==> config.mk <==
export PLATFORM = sky130hd
export DESIGN_NAME = selective_repeat_receiver
export DESIGN_NICKNAME = d
export VERILOG_FILES = /design/src/rtl/core/srr_pkg.sv /design/src/rtl/core/srr_ctrl.sv /design/src/rtl/core/srr_datapath.sv /design/src/rtl/core/selective_repeat_receiver.sv
export VERILOG_INCLUDE_DIRS = /design/src /design/src/rtl/core
export SDC_FILE = /design/constraint.sdc
export NUM_CORES = 1
export LEC_CHECK = 0
export BUFFER_PORTS_ARGS = -buffer_cell sky130_fd_sc_hd__buf_2
export CAP_MARGIN = 15
export CORE_MARGIN = 1
export CORE_UTILIZATION = 35
export CTS_CLUSTER_DIAMETER = 40
export DETAILED_ROUTE_END_ITERATION = 12
export PLACE_DENSITY = 0.61
export REMOVE_ABC_BUFFERS = 1
export SLEW_MARGIN = 20
export SYNTH_ARGS = -nofsm -noshare
export SYNTH_HDL_FRONTEND = slang
export SYNTH_SLANG_ARGS = --single-unit
==> constraint.sdc <==
create_clock -name clk -period 6.7 [get_ports clk]
set_input_delay 0 -clock clk [delete_from_list [all_inputs] [get_ports clk]]
set_output_delay 0 -clock clk [all_outputs]
set_load 0.05 [all_outputs]
==> src/rtl/core/selective_repeat_receiver_macros.svh <==
// ----------------------------------------------------------------------------
// Selective-repeat receiver assertion macros
// Shared property wrappers for the receiver's concurrent checks.
// ----------------------------------------------------------------------------
`ifndef SELECTIVE_REPEAT_RECEIVER_MACROS_SVH
`define SELECTIVE_REPEAT_RECEIVER_MACROS_SVH

// The consequent must hold in the same cycle as the antecedent.
`define SRR_ASSERT_SAME(lbl, ante, cons, msg) \
	lbl: assert property (@(posedge clk) disable iff (!arst_n) (ante) |-> (cons)) \
		else $error(msg);

// The consequent must hold in the cycle after the antecedent.
`define SRR_ASSERT_NEXT(lbl, ante, cons, msg) \
	lbl: assert property (@(posedge clk) disable iff (!arst_n) (ante) |=> (cons)) \
		else $error(msg);

`endif

==> src/rtl/core/srr_pkg.sv <==
// ----------------------------------------------------------------------------
// Selective-repeat receiver package
// Field widths, result kind codes and the controller/datapath interface types.
// ----------------------------------------------------------------------------
package srr_pkg;

	// Fixed field widths of the packet and result ports.
	localparam int SEQ_W     = 3;
	localparam int PAYLOAD_W = 64;

	// Result kind codes.
	localparam logic KIND_DATA = 1'b0;
	localparam logic KIND_ACK  = 1'b1;

	// Commands from the controller to the datapath.
	typedef struct packed {
		logic capture;   // Take the incoming packet and store it.
		logic retire;    // The head data result was taken; retire its slot.
		logic show_ack;  // Present the acknowledgement on the result port.
	} cmd_t;

	// Status from the datapath to the controller.
	typedef struct packed {
		logic head_valid;  // The slot at the window base holds a packet.
	} status_t;

endpackage

==> src/rtl/core/srr_ctrl.sv <==
// ----------------------------------------------------------------------------
// Selective-repeat receiver controller
// Sequences packet capture, in-order release of buffered packets and the ack.
// ----------------------------------------------------------------------------
module srr_ctrl (
	input  logic             clk,
	input  logic             arst_n,
	input  logic             in_valid,
	output logic             in_stall,
	output logic             out_valid,
	input  logic             out_stall,
	input  srr_pkg::status_t status,
	output srr_pkg::cmd_t    cmd
);
	import srr_pkg::*;

	typedef enum logic [1:0] {
		ST_IDLE,
		ST_LOAD,
		ST_DATA,
		ST_ACK
	} state_t;

	state_t state_q;

	// State register: load the head slot, emit data while the head is valid,
	// then emit the acknowledgement.
	always_ff @(posedge clk or negedge arst_n) begin
		if (!arst_n) begin
			state_q <= ST_IDLE;
		end else begin
			case (state_q)
				ST_IDLE: begin
					if (in_valid) state_q <= ST_LOAD;
				end
				ST_LOAD: begin
					state_q <= status.head_valid ? ST_DATA : ST_ACK;
				end
				ST_DATA: begin
					if (!out_stall) state_q <= ST_LOAD;
				end
				ST_ACK: begin
					if (!out_stall) state_q <= ST_IDLE;
				end
				default: begin
					state_q <= ST_IDLE;
				end
			endcase
		end
	end

	// Handshake and command decode.
	always_comb begin
		in_stall     = (state_q != ST_IDLE);
		out_valid    = (state_q == ST_DATA) || (state_q == ST_ACK);
		cmd.capture  = (state_q == ST_IDLE) && in_valid;
		cmd.retire   = (state_q == ST_DATA) && !out_stall;
		cmd.show_ack = (state_q == ST_ACK);
	end

endmodule

==> src/rtl/core/srr_datapath.sv <==
// ----------------------------------------------------------------------------
// Selective-repeat receiver datapath
// Window base, slot valid bits, payload slot memory and result formatting.
// ----------------------------------------------------------------------------
module srr_datapath #(
	parameter int WINDOW        = 4,
	parameter int PAYLOAD_BYTES = 8
) (
	input  logic                           clk,
	input  logic                           arst_n,
	input  srr_pkg::cmd_t                  cmd,
	output srr_pkg::status_t               status,
	input  logic [srr_pkg::SEQ_W-1:0]      seq_num,
	input  logic                           final_packet,
	input  logic [srr_pkg::PAYLOAD_W-1:0]  payload_word,
	output logic                           result_kind,
	output logic [srr_pkg::SEQ_W-1:0]      result_seq,
	output logic [srr_pkg::PAYLOAD_W-1:0]  result_payload,
	output logic                           run_end,
	output logic                           transfer_done
);
	import srr_pkg::*;

	localparam int SEQ_MOD = 2 * WINDOW;
	localparam int BASE_W  = $clog2(SEQ_MOD);
	localparam int SLOT_W  = (WINDOW > 1) ? $clog2(WINDOW) : 1;
	localparam int DATA_W  = 8 * PAYLOAD_BYTES;

	logic [BASE_W-1:0] base_q;
	logic [WINDOW-1:0] valid_q;
	logic              last_seen_q;
	logic [SEQ_W-1:0]  seq_q;
	logic [DATA_W-1:0] mem [WINDOW];
	logic [DATA_W-1:0] rd_q;

	logic [SEQ_W-1:0]  seq_m;
	logic [BASE_W-1:0] seq_b;
	logic [BASE_W:0]   offset;
	logic              in_window;
	logic [SLOT_W-1:0] wr_slot;
	logic [SLOT_W-1:0] head_slot;
	logic [BASE_W-1:0] base_next;

	// Reduce a 3-bit sequence number modulo the sequence space.
	function automatic logic [SEQ_W-1:0] seq_wrap(input logic [SEQ_W-1:0] v);
		logic [SEQ_W-1:0] r;
		r = v;
		for (int i = 0; i < 4; i++) begin
			if (int'(r) >= SEQ_MOD) r = r - SEQ_W'(SEQ_MOD);
		end
		return r;
	endfunction

	// Offset from the base and slot indexes.
	always_comb begin
		seq_m     = seq_wrap(seq_num);
		seq_b     = BASE_W'(seq_m);
		offset    = {1'b0, seq_b}
			+ ((seq_b < base_q) ? (BASE_W + 1)'(SEQ_MOD) : '0)
			- {1'b0, base_q};
		in_window = offset < (BASE_W + 1)'(WINDOW);
		wr_slot   = (seq_b >= BASE_W'(WINDOW)) ? SLOT_W'(seq_b - BASE_W'(WINDOW))
			: SLOT_W'(seq_b);
		head_slot = (base_q >= BASE_W'(WINDOW)) ? SLOT_W'(base_q - BASE_W'(WINDOW))
			: SLOT_W'(base_q);
		base_next = (base_q == BASE_W'(SEQ_MOD - 1)) ? '0 : base_q + 1'b1;
	end

	// Window control state: base, valid bits and the last-packet flag.
	always_ff @(posedge clk or negedge arst_n) begin
		if (!arst_n) begin
			base_q      <= '0;
			valid_q     <= '0;
			last_seen_q <= 1'b0;
		end else begin
			if (cmd.capture) begin
				if (final_packet) last_seen_q <= 1'b1;
				if (in_window) valid_q[wr_slot] <= 1'b1;
			end
			if (cmd.retire) begin
				valid_q[head_slot] <= 1'b0;
				base_q             <= base_next;
			end
		end
	end

	// Sequence number held for the acknowledgement.
	always_ff @(posedge clk) begin
		if (cmd.capture) seq_q <= seq_m;
	end

	// Payload slot memory: one write port, one registered read at the head.
	always_ff @(posedge clk) begin
		if (cmd.capture && in_window) mem[wr_slot] <= payload_word[DATA_W-1:0];
		rd_q <= mem[head_slot];
	end

	// Result formatting.
	always_comb begin
		status.head_valid = valid_q[head_slot];
		result_kind       = cmd.show_ack ? KIND_ACK : KIND_DATA;
		result_seq        = cmd.show_ack ? seq_q : SEQ_W'(base_q);
		result_payload    = cmd.show_ack ? '0 : PAYLOAD_W'(rd_q);
		run_end           = cmd.show_ack;
		transfer_done     = cmd.show_ack && last_seen_q && !(|valid_q);
	end

endmodule

==> src/rtl/core/selective_repeat_receiver.sv <==
// Sequencing: a taken packet request moves the controller from idle to a load state that
// reads the head slot. Each in-order data result is a head slot read in the load state,
// then presented in the data state; the acknowledgement follows a further load, in the
// ack state. Output stalls hold the data and ack states. The next request is taken only
// back in idle, once the ack is taken. Reset clears base, valid bits, last flag and
// control; payload slots are not.
// ----------------------------------------------------------------------------
// Selective-repeat receiver
// Buffers packets within the receive window and releases them in order,
// closing each request with an acknowledgement.
// ----------------------------------------------------------------------------
`include "selective_repeat_receiver_macros.svh"

module selective_repeat_receiver #(
	parameter int WINDOW        = 4,
	parameter int PAYLOAD_BYTES = 8
) (
	input  logic                           clk,
	input  logic                           arst_n,
	input  logic                           in_valid,
	output logic                           in_stall,
	input  logic [srr_pkg::SEQ_W-1:0]      seq_num,
	input  logic                           final_packet,
	input  logic [srr_pkg::PAYLOAD_W-1:0]  payload_word,
	output logic                           out_valid,
	input  logic                           out_stall,
	output logic                           result_kind,
	output logic [srr_pkg::SEQ_W-1:0]      result_seq,
	output logic [srr_pkg::PAYLOAD_W-1:0]  result_payload,
	output logic                           run_end,
	output logic                           transfer_done
);
	import srr_pkg::*;

	cmd_t    cmd;
	status_t status;

	// Controller.
	srr_ctrl u_ctrl (
		.clk       (clk),
		.arst_n    (arst_n),
		.in_valid  (in_valid),
		.in_stall  (in_stall),
		.out_valid (out_valid),
		.out_stall (out_stall),
		.status    (status),
		.cmd       (cmd)
	);

	// Datapath.
	srr_datapath #(
		.WINDOW        (WINDOW),
		.PAYLOAD_BYTES (PAYLOAD_BYTES)
	) u_datapath (
		.clk            (clk),
		.arst_n         (arst_n),
		.cmd            (cmd),
		.status         (status),
		.seq_num        (seq_num),
		.final_packet   (final_packet),
		.payload_word   (payload_word),
		.result_kind    (result_kind),
		.result_seq     (result_seq),
		.result_payload (result_payload),
		.run_end        (run_end),
		.transfer_done  (transfer_done)
	);

	// A taken request is never answered in the same or the next cycle.
	`SRR_ASSERT_NEXT(a_no_result_after_take, in_valid && !in_stall, !out_valid, "result right after request")
	// The receiver is free again once the acknowledgement is taken.
	`SRR_ASSERT_NEXT(a_free_after_ack, out_valid && !out_stall && run_end, !in_stall, "busy after ack")
	// No new request is taken while a result is pending.
	`SRR_ASSERT_SAME(a_stall_while_result, out_valid, in_stall, "request taken with result pending")
	// Data results never close the run or flag completion.
	`SRR_ASSERT_SAME(a_data_flags, out_valid && result_kind == KIND_DATA, !run_end && !transfer_done, "bad flags on data result")

endmodule

==> flow_summary_export.csv, run 1 <==
group,metric,value,unit
status,status,"completed",
timing,fin_setup_tns,0,ns
cells_and_area,layout.filler_cells,2875,
die,chip_height,185,um
drt,drc,0,
global_route,grt_util_all_layers,0.135,
pwr,internal-power,0.00467,W
cells_and_area,areaGrowthSynthToFinish,29.3,%
critical_path,timing.critical_path.buf_inv,2,
drt,detail_route.first_pass.iterations,6,
critical_path,crit_path_start,"u_datapath.base_q[1]$_DFFE_PN0P_",
clock_tree,setup_buffers_after_cts,0,
timing,worst_slew_margin_rel,0.310,
clock_tree,clkTransAtPathRegs,0.06,ns
pwr,seqPwrFrac,0.381,
yosys,synthesis.area,11700,um^2
yosys,synthesis.yosys.warnings,0,
die,core,32700,um^2
yosys,synth_area_leader_cell,"edfxtp_1",
yosys,asyncSetResetFlopFracSynth,0.0300,
timing,clk_skew,0.0111,ns
yosys,yosysSeqAreaShare,0.796,
clock_tree,tritoncts,"built",
clock_tree,tritoncts.num_buffers,42,
critical_path,cpPeakStageDelay,1.10,ns
pwr,comb_power_share,0.309,
drt,drt_first_iter_violations,375,
critical_path,cp_top_family,"flip-flops",
pwr,p_sw,0.00258,W
die,initial_core_utilization,0.358,
yosys,yosys.cell_types.count,30,
pwr,power_per_cell_area,479,nW/um^2
timing,finalCriticalPeriod,3.44,ns
critical_path,timing.critical_path.required,6.84,ns
die,std_cell_rows,66,
yosys,synth_top_cells_by_count,"edfxtp_1, mux4_2, and2_1, dfxtp_1, clkbuf_1",
yosys,post_synth.cell_area_avg,21.5,um^2
timing,timing_worst_slew_pin_value,1.04,ns
timing,finalCritPeriodShare,0.514,
clock_tree,cts_resized,0,
yosys,synth_cells,545,
drt,route.detailed.wl_per_inst,17.7,um
yosys,leading_post_synthesis_cells_by_cell_area,"edfxtp_1, mux4_2, dfxtp_1",
worst_hold_path,timing.hold.worst.start,"payload_word[54]",
yosys,most_numerous_cell_in_the_yosys_netlist,"edfxtp_1",
global_route,grt_pass1_vias,6022,
critical_path,worstSetupEndpointType,"flip-flop",
global_route,grt_pass1_wl,34400,um
critical_path,cp-start-kind,"flip-flop",
drt,via_count,5715,
critical_path,crit_path_cell_trace,"inv_1 > ha_1 > a21oi_1 > mux2_4 > nor3_2 > buf_4",
critical_path,timing.rr.start,"u_datapath.base_q[1]$_DFFE_PN0P_",
yosys,main_flop_type_after_synthesis,"edfxtp_1",
die,full_die_area,34200,um^2
yosys,synth-edff-count,259,
drt,detail_route.vias_per_cell,4.51,
place,dp_hpwl,13300,um
worst_hold_path,hold_path.class,"in -> reg",
clock_tree,clock_sinks,333,
clock_tree,h-tree-depth,2,
timing,rsz0062_at_grt,"no",
cells_and_area,final_net_count,867,
timing,hold_ws,0.236,ns
yosys,ys_seq_elements,333,
place,globalplace.congestion,0.691,
drt,drt-total-wl,22400,um
timing,final-hold-violation-count,0,
timing,max_freq,290,MHz
pwr,cellLeakagePower,5.37,nW
die,die_width,185,um
cells_and_area,final_layout_size_suffix_gt1_frac,0.373,
critical_path,cell_with_the_largest_stage_delay_on_the_worst_path,"dfrtp_4",
flow_run,max-cap-violations,0,
timing,max_slew_vio_count,0,
timing,report.final.setup_viol,0,
yosys,yosys.area.top_type_share,0.665,
critical_path,timing.critical_path.fanout_max,68,
pwr,vdd.ir_drop.worst,0.000261,V
die,io_pins,144,
clock_tree,worst_skew_pair.late_latency,0.52,ns
critical_path,cp_data_arrival_time,3.58,ns
place,place.port_buffers,143,
global_route,antenna_found_initial,3,
critical_path,regToRegSetupSlack,3.26,ns
clock_tree,cts_max_path_buffers,3,
clock_tree,clockRootBuffer,"clkbuf_16",
global_route,largest_net_degree_at_the_start_of_global_routing,69,
clock_tree,cts_hold_buf,72,
pwr,clock_network_fraction_of_total_power,0.310,
global_route,gr-total-overflow,0,
critical_path,worst-setup-path-type,"reg -> reg",
drt,route.antenna.remaining_nets,0,
pwr,switching_share,0.356,
-- worst paths after layout --
kind	cells after the start	to
max	6	u_datapath.mem[2][25]$_DFFE_PP_
min	2	u_datapath.mem[0][54]$_DFFE_PP_
max reg2reg	6	u_datapath.mem[2][25]$_DFFE_PP_
min reg2reg	1	u_datapath.last_seen_q$_DFFE_PN0P_
max in group asynchronous	3	u_datapath.base_q[0]$_DFFE_PN0P_
min in group asynchronous	3	u_datapath.last_seen_q$_DFFE_PN0P_
-- power groups by stage --
| stage | clock network (W) | registers [W] | logic (W) |
|---|---|---|---|
| floorplan | 0 | 0.00278 | 0.00173 |
| global placement | 0 | 0.00282 | 0.00224 |
| detailed placement | 0 | 0.00282 | 0.00224 |
| CTS | 0.00231 | 0.00278 | 0.00228 |
| global route | 0.00239 | 0.00282 | 0.00237 |
| finish | 0.00225 | 0.00277 | 0.00224 |
-- stage by stage --
step           instances  utilization  power [W]  instance area (um^2)  setup WS, ns
2_1_floorplan        520            -    0.00451                 11600         -1.75
3_3_place_gp        1115        0.396    0.00506                 13000          3.22
3_5_place_dp        1115        0.396    0.00506                 13000          3.20
4_1_cts             1265        0.463    0.00737                 15100          3.17
5_1_grt             1265        0.463    0.00758                 15100          3.04
6_report            1266        0.463    0.00725                 15100          3.26
-- layout make-up --
type,instances,area (um^2),share of cell area
diodes,1,2.50,0.000165
clock buffers,52,1180,0.0781
clock inverters,26,268,0.0177
inverters,10,37.5,0.00248
multi-input cells,177,2260,0.149
flip-flops and latches,333,9320,0.616
well taps,442,553,0.0365
repair buffers,225,1510,0.0999
-- logic make-up after synthesis --
logic type               synth area share
adder cells (fa/ha/maj)           0.00642
multiplexers                        0.129
flip-flops                          0.796
buffers and inverters              0.0130
AO/OA/AOI/OAI                      0.0105
XOR/XNOR                          0.00150
AND/OR/NAND/NOR                    0.0436
-- worst reg2reg max path, cell delays in order, from the launching register on --
cell,delay [ns]
dfrtp_4,1.10
inv_1,0.27
ha_1,0.35
a21oi_1,0.17
mux2_4,0.39
nor3_2,0.16
buf_4,0.60
-- flip-flops by register name (all words and copies together) (netlist names) --
signal and flops:
u_datapath.base_q 3, u_datapath.last_seen_q 1, u_ctrl.state_q 2, u_datapath.valid_q 4, u_datapath.rd_q 64, u_datapath.mem 256, u_datapath.seq_q 3
-- cells in the final DEF, fill, tap and decap left out, drive strengths merged --
cell           n
diode          1
nor4           1
dfxtp         64
mux4          65
or3            1
inv           17
nor2           1
edfxtp       259
a21o           1
or2b           1
dfrtp         10
nand2          8
nor3           4
nor3b          2
or2            1
and2          64
clkbuf        52
clkinv        11
a21oi          5
dlygate4sd3   72
o21ai          6
mux2           4
xor2           1
buf          153
bufinv         3
a221oi         4
xnor2          1
ha             6
and3           1
clkinvlp       5
-- per-layer routing --
metal | vias up | wire length [um] | part of all wire | GRT usage
li1 | 2648 | - | - | -
met4 | 2 | 400 | 0.018 | 0.0430
met2 | 142 | 10800 | 0.48 | 0.219
met1 | 2890 | 10200 | 0.45 | 0.181
met5 | - | 13 | 0.00058 | 0
met3 | 33 | 1040 | 0.046 | 0.0283
(Power assumes the default switching activity.)
==> run 2: changes to the inputs <==
--- a/config.mk
+++ b/config.mk
@@ -12,7 +12,7 @@
 export CORE_UTILIZATION = 35
 export CTS_CLUSTER_DIAMETER = 40
 export DETAILED_ROUTE_END_ITERATION = 12
-export PLACE_DENSITY = 0.61
+export PLACE_DENSITY = 0.59
 export REMOVE_ABC_BUFFERS = 1
 export SLEW_MARGIN = 20
 export SYNTH_ARGS = -nofsm -noshare
==> constraint.sdc (replaced) <==
create_clock -name clk -period 3.5 [get_ports clk]
set_input_delay 0 -clock clk [delete_from_list [all_inputs] [get_ports clk]]
set_output_delay 0 -clock clk [all_outputs]
set_load 0.05 [all_outputs]
==> flow_summary_export.csv, run 2 (synthesized netlist as in run 1, its figures left out) <==
group,metric,value,unit
worst_hold_path,hold_path.class,"in -> reg",
timing,report.final.setup_viol,0,
status,status,"completed",
global_route,largest_net_degree_at_the_start_of_global_routing,68,
die,std_cell_rows,66,
critical_path,cpPeakStageDelay,0.73,ns
cells_and_area,areaGrowthSynthToFinish,29.3,%
place,dp.cells,1118,
pwr,vdd.ir_drop.worst,0.000492,V
clock_tree,tritoncts.num_buffers,41,
timing,hold_ws,0.245,ns
global_route,antenna_found_initial,2,
clock_tree,clockRootBuffer,"clkbuf_16",
timing,max_slew_vio_count,0,
cells_and_area,fin_area,15100,um^2
critical_path,cp-start-kind,"flip-flop",
timing,timing_worst_slew_pin_value,0.984,ns
drt,dr_wl_met2,10900,um
die,initial_core_utilization,0.358,
die,chip_height,185,um
die,core,32700,um^2
timing,fin_setup_tns,0,ns
timing,clk_skew,0.0106,ns
drt,drt-total-wl,22800,um
timing,final-hold-violation-count,0,
cells_and_area,final_layout_size_suffix_gt1_frac,0.367,
critical_path,cp_data_arrival_time,2.52,ns
drt,route.antenna.remaining_nets,0,
clock_tree,clock_sinks,333,
global_route,grt_util_all_layers,0.138,
drt,drt-met1-wl,10300,um
clock_tree,worst_skew_pair.late_latency,0.52,ns
cells_and_area,highest_count_cells_in_the_layout_ignoring_fill_and_taps,"edfxtp_1, buf_2, dlygate4sd3_1",
global_route,gr-total-overflow,0,
critical_path,cell_with_the_largest_stage_delay_on_the_worst_path,"buf_4",
cells_and_area,final_util,0.463,
clock_tree,setup_buffers_after_cts,0,
die,die_width,185,um
timing,worst_slew_margin_rel,0.344,
timing,rsz0062_at_grt,"no",
timing,max_freq,397,MHz
global_route,grt_pass1_vias,6056,
drt,via_count,5765,
place,place.port_buffers,143,
die,full_die_area,34200,um^2
cells_and_area,final_common_cell,"edfxtp_1",
global_route,grt_pass1_wl,35000,um
place,globalplace.congestion,0.705,
place,dpl-instance-area,13000,um^2
critical_path,worstSetupEndpointType,"output pin",
cells_and_area,top_regs,"u_datapath.mem (256), u_datapath.rd_q (64), u_datapath.valid_q (4)",
critical_path,timing.critical_path.fanout_max,49,
flow_run,max-cap-violations,0,
critical_path,timing.critical_path.required,3.50,ns
cells_and_area,layout.filler_cells,2881,
pwr,power_per_cell_area,908,nW/um^2
drt,drt_first_iter_violations,346,
cells_and_area,max_reg_flops,256,
timing,finalCriticalPeriod,2.52,ns
place,dp_hpwl,13300,um
cells_and_area,finalNonFillerCells,1268,
die,io_pins,144,
cells_and_area,largest_register,"u_datapath.mem",
drt,route.detailed.wl_per_inst,18.0,um
pwr,cellLeakagePower,5.35,nW
drt,drc,0,
clock_tree,tritoncts,"built",
drt,route.top_layer_used,"met4",
clock_tree,clkTransAtPathRegs,0.06,ns
drt,detail_route.first_pass.iterations,4,
clock_tree,cts_max_path_buffers,3,
timing,finalCritPeriodShare,0.720,
drt,detail_route.vias_per_cell,4.55,
clock_tree,h-tree-depth,2,
critical_path,crit_path_cell_trace,"buf_4 > inv_1 > o21ai_0 > buf_2",
cells_and_area,final_net_count,869,
drt,met3RoutedLength,1160,um
critical_path,worst-setup-path-type,"reg -> out",
## run 2: worst max-delay path, delay by kind of cell (launching register included)
family	cells	cell delay, ns
compound gates	1	0.30
flops	1	0.39
buf+inv	3	1.29
## run 2: worst paths after layout
| kind | slack [ns] | start | cells past startpoint | end |
|---|---|---|---|---|
| hold reg to reg | 0.45 | u_datapath.last_seen_q$_DFFE_PN0P_ | 1 | u_datapath.last_seen_q$_DFFE_PN0P_ |
| hold / removal | 0.25 | payload_word[11] | 2 | u_datapath.mem[3][11]$_DFFE_PP_ |
| setup / recovery | 0.98 | u_datapath.base_q[0]$_DFFE_PN0P_ | 4 | result_seq[0] |
| max in group asynchronous | 2.56 | arst_n | 3 | u_datapath.base_q[1]$_DFFE_PN0P_ |
| min in group asynchronous | 0.54 | arst_n | 3 | u_datapath.valid_q[1]$_DFF_PN0_ |
| setup reg to reg | 1.10 | u_datapath.base_q[1]$_DFFE_PN0P_ | 6 | u_datapath.mem[1][0]$_DFFE_PP_ |
## run 2: where the power goes
group	total (W)	switching (W)	leakage (nW)	internal, W
registers	0.00503	0.000175	3.00	0.00485
clock network	0.00412	0.00162	0.653	0.00251
logic	0.00459	0.00314	1.70	0.00144
## run 2: metal layers
| layer | vias up | global-route usage |
|---|---|---|
| met2 | 144 | 0.223 |
| met1 | 2931 | 0.185 |
| met5 | - | 0 |
| met3 | 32 | 0.0319 |
| li1 | 2658 | - |
| met4 | 0 | 0.0413 |
## run 2: final cells by class
cell class	instances	area (um^2)	area share
clock inverters	25	251	0.0166
repair buffers	228	1600	0.106
diodes	2	5.00	0.000331
multi-input cells	177	2260	0.149
clock buffers	51	1110	0.0731
well taps	442	553	0.0366
flip-flops and latches	333	9320	0.616
inverters	10	37.5	0.00248
## run 2: what timing repair did
action,CTS,global route
hold buffers,72,0
resized for setup,0,0
setup endpoints to repair,0,0
hold endpoints to repair,278,0
## run 2: stage by stage
step | worst slack (ns) | power (W)
finish | 0.981 | 0.0137
global route | 0.710 | 0.0144
CTS | 0.852 | 0.0140
detailed placement | 0.994 | 0.00972
global placement | 1.03 | 0.00972
floorplan | -4.95 | 0.00864
==> run 3: changes to the inputs <==
--- a/config.mk
+++ b/config.mk
@@ -12,7 +12,7 @@
 export CORE_UTILIZATION = 35
 export CTS_CLUSTER_DIAMETER = 40
 export DETAILED_ROUTE_END_ITERATION = 12
-export PLACE_DENSITY = 0.59
+export PLACE_DENSITY = 0.61
 export REMOVE_ABC_BUFFERS = 1
 export SLEW_MARGIN = 20
 export SYNTH_ARGS = -nofsm -noshare
==> constraint.sdc (replaced) <==
create_clock -name clk -period 2.15 [get_ports clk]
set_input_delay 0 -clock clk [delete_from_list [all_inputs] [get_ports clk]]
set_output_delay 0 -clock clk [all_outputs]
set_load 0.05 [all_outputs]
==> flow_summary_export.csv, run 3 (synthesized netlist as in run 1, its figures left out) <==
group,metric,value,unit
timing,clk_skew,0.0252,ns
die,io_pins,144,
global_route,largest_net_degree_at_the_start_of_global_routing,66,
clock_tree,tritoncts.num_buffers,42,
critical_path,cp-start-kind,"flip-flop",
timing,hold_ws,0.224,ns
drt,drc,0,
cells_and_area,final-seq-area,9320,um^2
pwr,power_per_cell_area,1440,nW/um^2
cells_and_area,final_common_cell,"edfxtp_1",
drt,via_count,5975,
critical_path,timing.critical_path.required,2.39,ns
global_route,globalRoute.busiestLayer,"met2",
timing,final-hold-violation-count,0,
die,std_cell_rows,66,
global_route,grt_pass1_vias,6247,
timing,rsz0062_at_grt,"yes",
clock_tree,cts_max_path_buffers,3,
die,full_die_area,34200,um^2
drt,route.antenna.remaining_nets,0,
timing,worst_slew_margin_rel,0.492,
cells_and_area,largest_register,"u_datapath.mem",
timing,report.final.setup_viol,103,
cells_and_area,layout.filler_cells,2775,
die,chip_height,185,um
pwr,cellLeakagePower,5.71,nW
timing,finalCriticalPeriod,2.20,ns
global_route,gr-total-overflow,0,
critical_path,worst-setup-path-type,"reg -> reg",
global_route,grt_pass1_wl,36800,um
cells_and_area,multi_input_area,2280,um^2
global_route,grtUsageMet2,0.231,
clock_tree,tritoncts,"built",
place,dp_hpwl,15100,um
timing,max_slew_vio_count,0,
status,status,"complete, but fails checks",
die,initial_core_utilization,0.358,
place,globalplace.congestion,0.720,
place,place.port_buffers,143,
drt,detail_route.first_pass.iterations,6,
cells_and_area,fin_area,15900,um^2
flow_run,max-cap-violations,0,
timing,finalCritPeriodShare,1.02,
cells_and_area,highest_count_cells_in_the_layout_ignoring_fill_and_taps,"edfxtp_1, buf_2, dlygate4sd3_1",
place,place_worst_setup_slack,-0.0582,ns
clock_tree,h-tree-depth,2,
drt,detail_route.vias_per_cell,4.54,
global_route,groute.layer.met1.usage,0.195,
worst_hold_path,hold_path.class,"in -> reg",
cells_and_area,max_reg_flops,256,
global_route,grt_util_all_layers,0.144,
critical_path,timing.critical_path.fanout_max,5,
place,dpl-instance-area,13400,um^2
cells_and_area,areaGrowthSynthToFinish,35.7,%
clock_tree,clock_sinks,333,
clock_tree,worst_skew_pair.late_latency,0.53,ns
critical_path,worstSetupEndpointType,"flip-flop",
drt,drt-total-wl,24600,um
die,die_width,185,um
clock_tree,clockRootBuffer,"clkbuf_16",
timing,fin_setup_tns,-2.15,ns
pwr,vdd.ir_drop.worst,0.000798,V
timing,layout_setup_ws,-0.0533,ns
global_route,grt_use_met3,0.0315,
cells_and_area,final_net_count,914,
cells_and_area,final_layout_size_suffix_gt1_frac,0.404,
cells_and_area,top_regs,"u_datapath.mem (256), u_datapath.rd_q (64), u_datapath.valid_q (4)",
drt,drt_first_iter_violations,286,
timing,timing_worst_slew_pin_value,0.762,ns
critical_path,cp_data_arrival_time,2.44,ns
drt,route.detailed.wl_per_inst,18.7,um
status,violated_checks,"negative setup slack",
global_route,antenna_found_initial,5,
clock_tree,clkTransAtPathRegs,0.06,ns
die,core,32700,um^2
timing,max_freq,454,MHz
[run 3: changes by cell type in the layout (fill, tap and decap cells not counted), sizes merged]
cell	before	now
clkinv	12	13
clkbuf	51	59
buf	156	191
diode	2	5
clkinvlp	3	4
[run 3: critical path, stage by stage (launching register included)]
cell and delay [ns]:
dfrtp_1 0.38, or2_4 0.25, or3_1 0.35, mux2_4 0.34
nor3_4 0.17, buf_6 0.15, buf_12 0.14, clkbuf_16 0.16
[run 3: routing by layer]
layer,vias up,share of wire
met3,40,0.052
met4,0,0.019
met2,165,0.49
met5,-,0
met1,3030,0.44
li1,2740,-
[run 3: path summary, 6_finish.rpt]
kind / startpoint / endpoint / slack, ns / cells after the start
setup / recovery: u_ctrl.state_q[1]$_DFFE_PN0P_ / u_datapath.mem[2][10]$_DFFE_PP_ / -0.05 / 7
hold / removal: payload_word[20] / u_datapath.mem[0][20]$_DFFE_PP_ / 0.22 / 2
setup reg to reg: u_ctrl.state_q[1]$_DFFE_PN0P_ / u_datapath.mem[2][10]$_DFFE_PP_ / -0.05 / 7
hold reg to reg: u_datapath.last_seen_q$_DFFE_PN0P_ / u_datapath.last_seen_q$_DFFE_PN0P_ / 0.46 / 1
max in group asynchronous: arst_n / u_datapath.base_q[1]$_DFFE_PN0P_ / 1.25 / 3
min in group asynchronous: arst_n / u_datapath.valid_q[2]$_DFF_PN0_ / 0.53 / 3
[run 3: repair_timing]
item,in CTS,in global routing
setup endpoints to repair,193,253
pin swaps,0,0
gates cloned,0,9
endpoints found under the hold margin,276,0
hold buffers,72,0
resized for setup,9,15
buffers inserted,1,4
[run 3: metrics by stage]
step,total power [W],cells,utilization
after floorplan,0.0140,520,-
after global placement,0.0161,1148,0.410
after detailed placement,0.0161,1148,0.410
after CTS,0.0232,1298,0.476
after global routing,0.0239,1315,0.486
final,0.0229,1316,0.486
[run 3: final cells by class]
class,count,share of cell area
antenna,5,0.000788
multi-input combinational,177,0.144
timing repair buffer,272,0.143
tap,442,0.0348
inverter,10,0.00236
clock buffer,50,0.0726
clock inverter,27,0.0160
sequential,333,0.587
[run 3: power by group]
part           internal (W)  switching [W]  total [W]
registers           0.00790       0.000234    0.00814
logic               0.00261        0.00528    0.00789
clock network       0.00423        0.00267    0.00690
total                0.0147        0.00819     0.0229
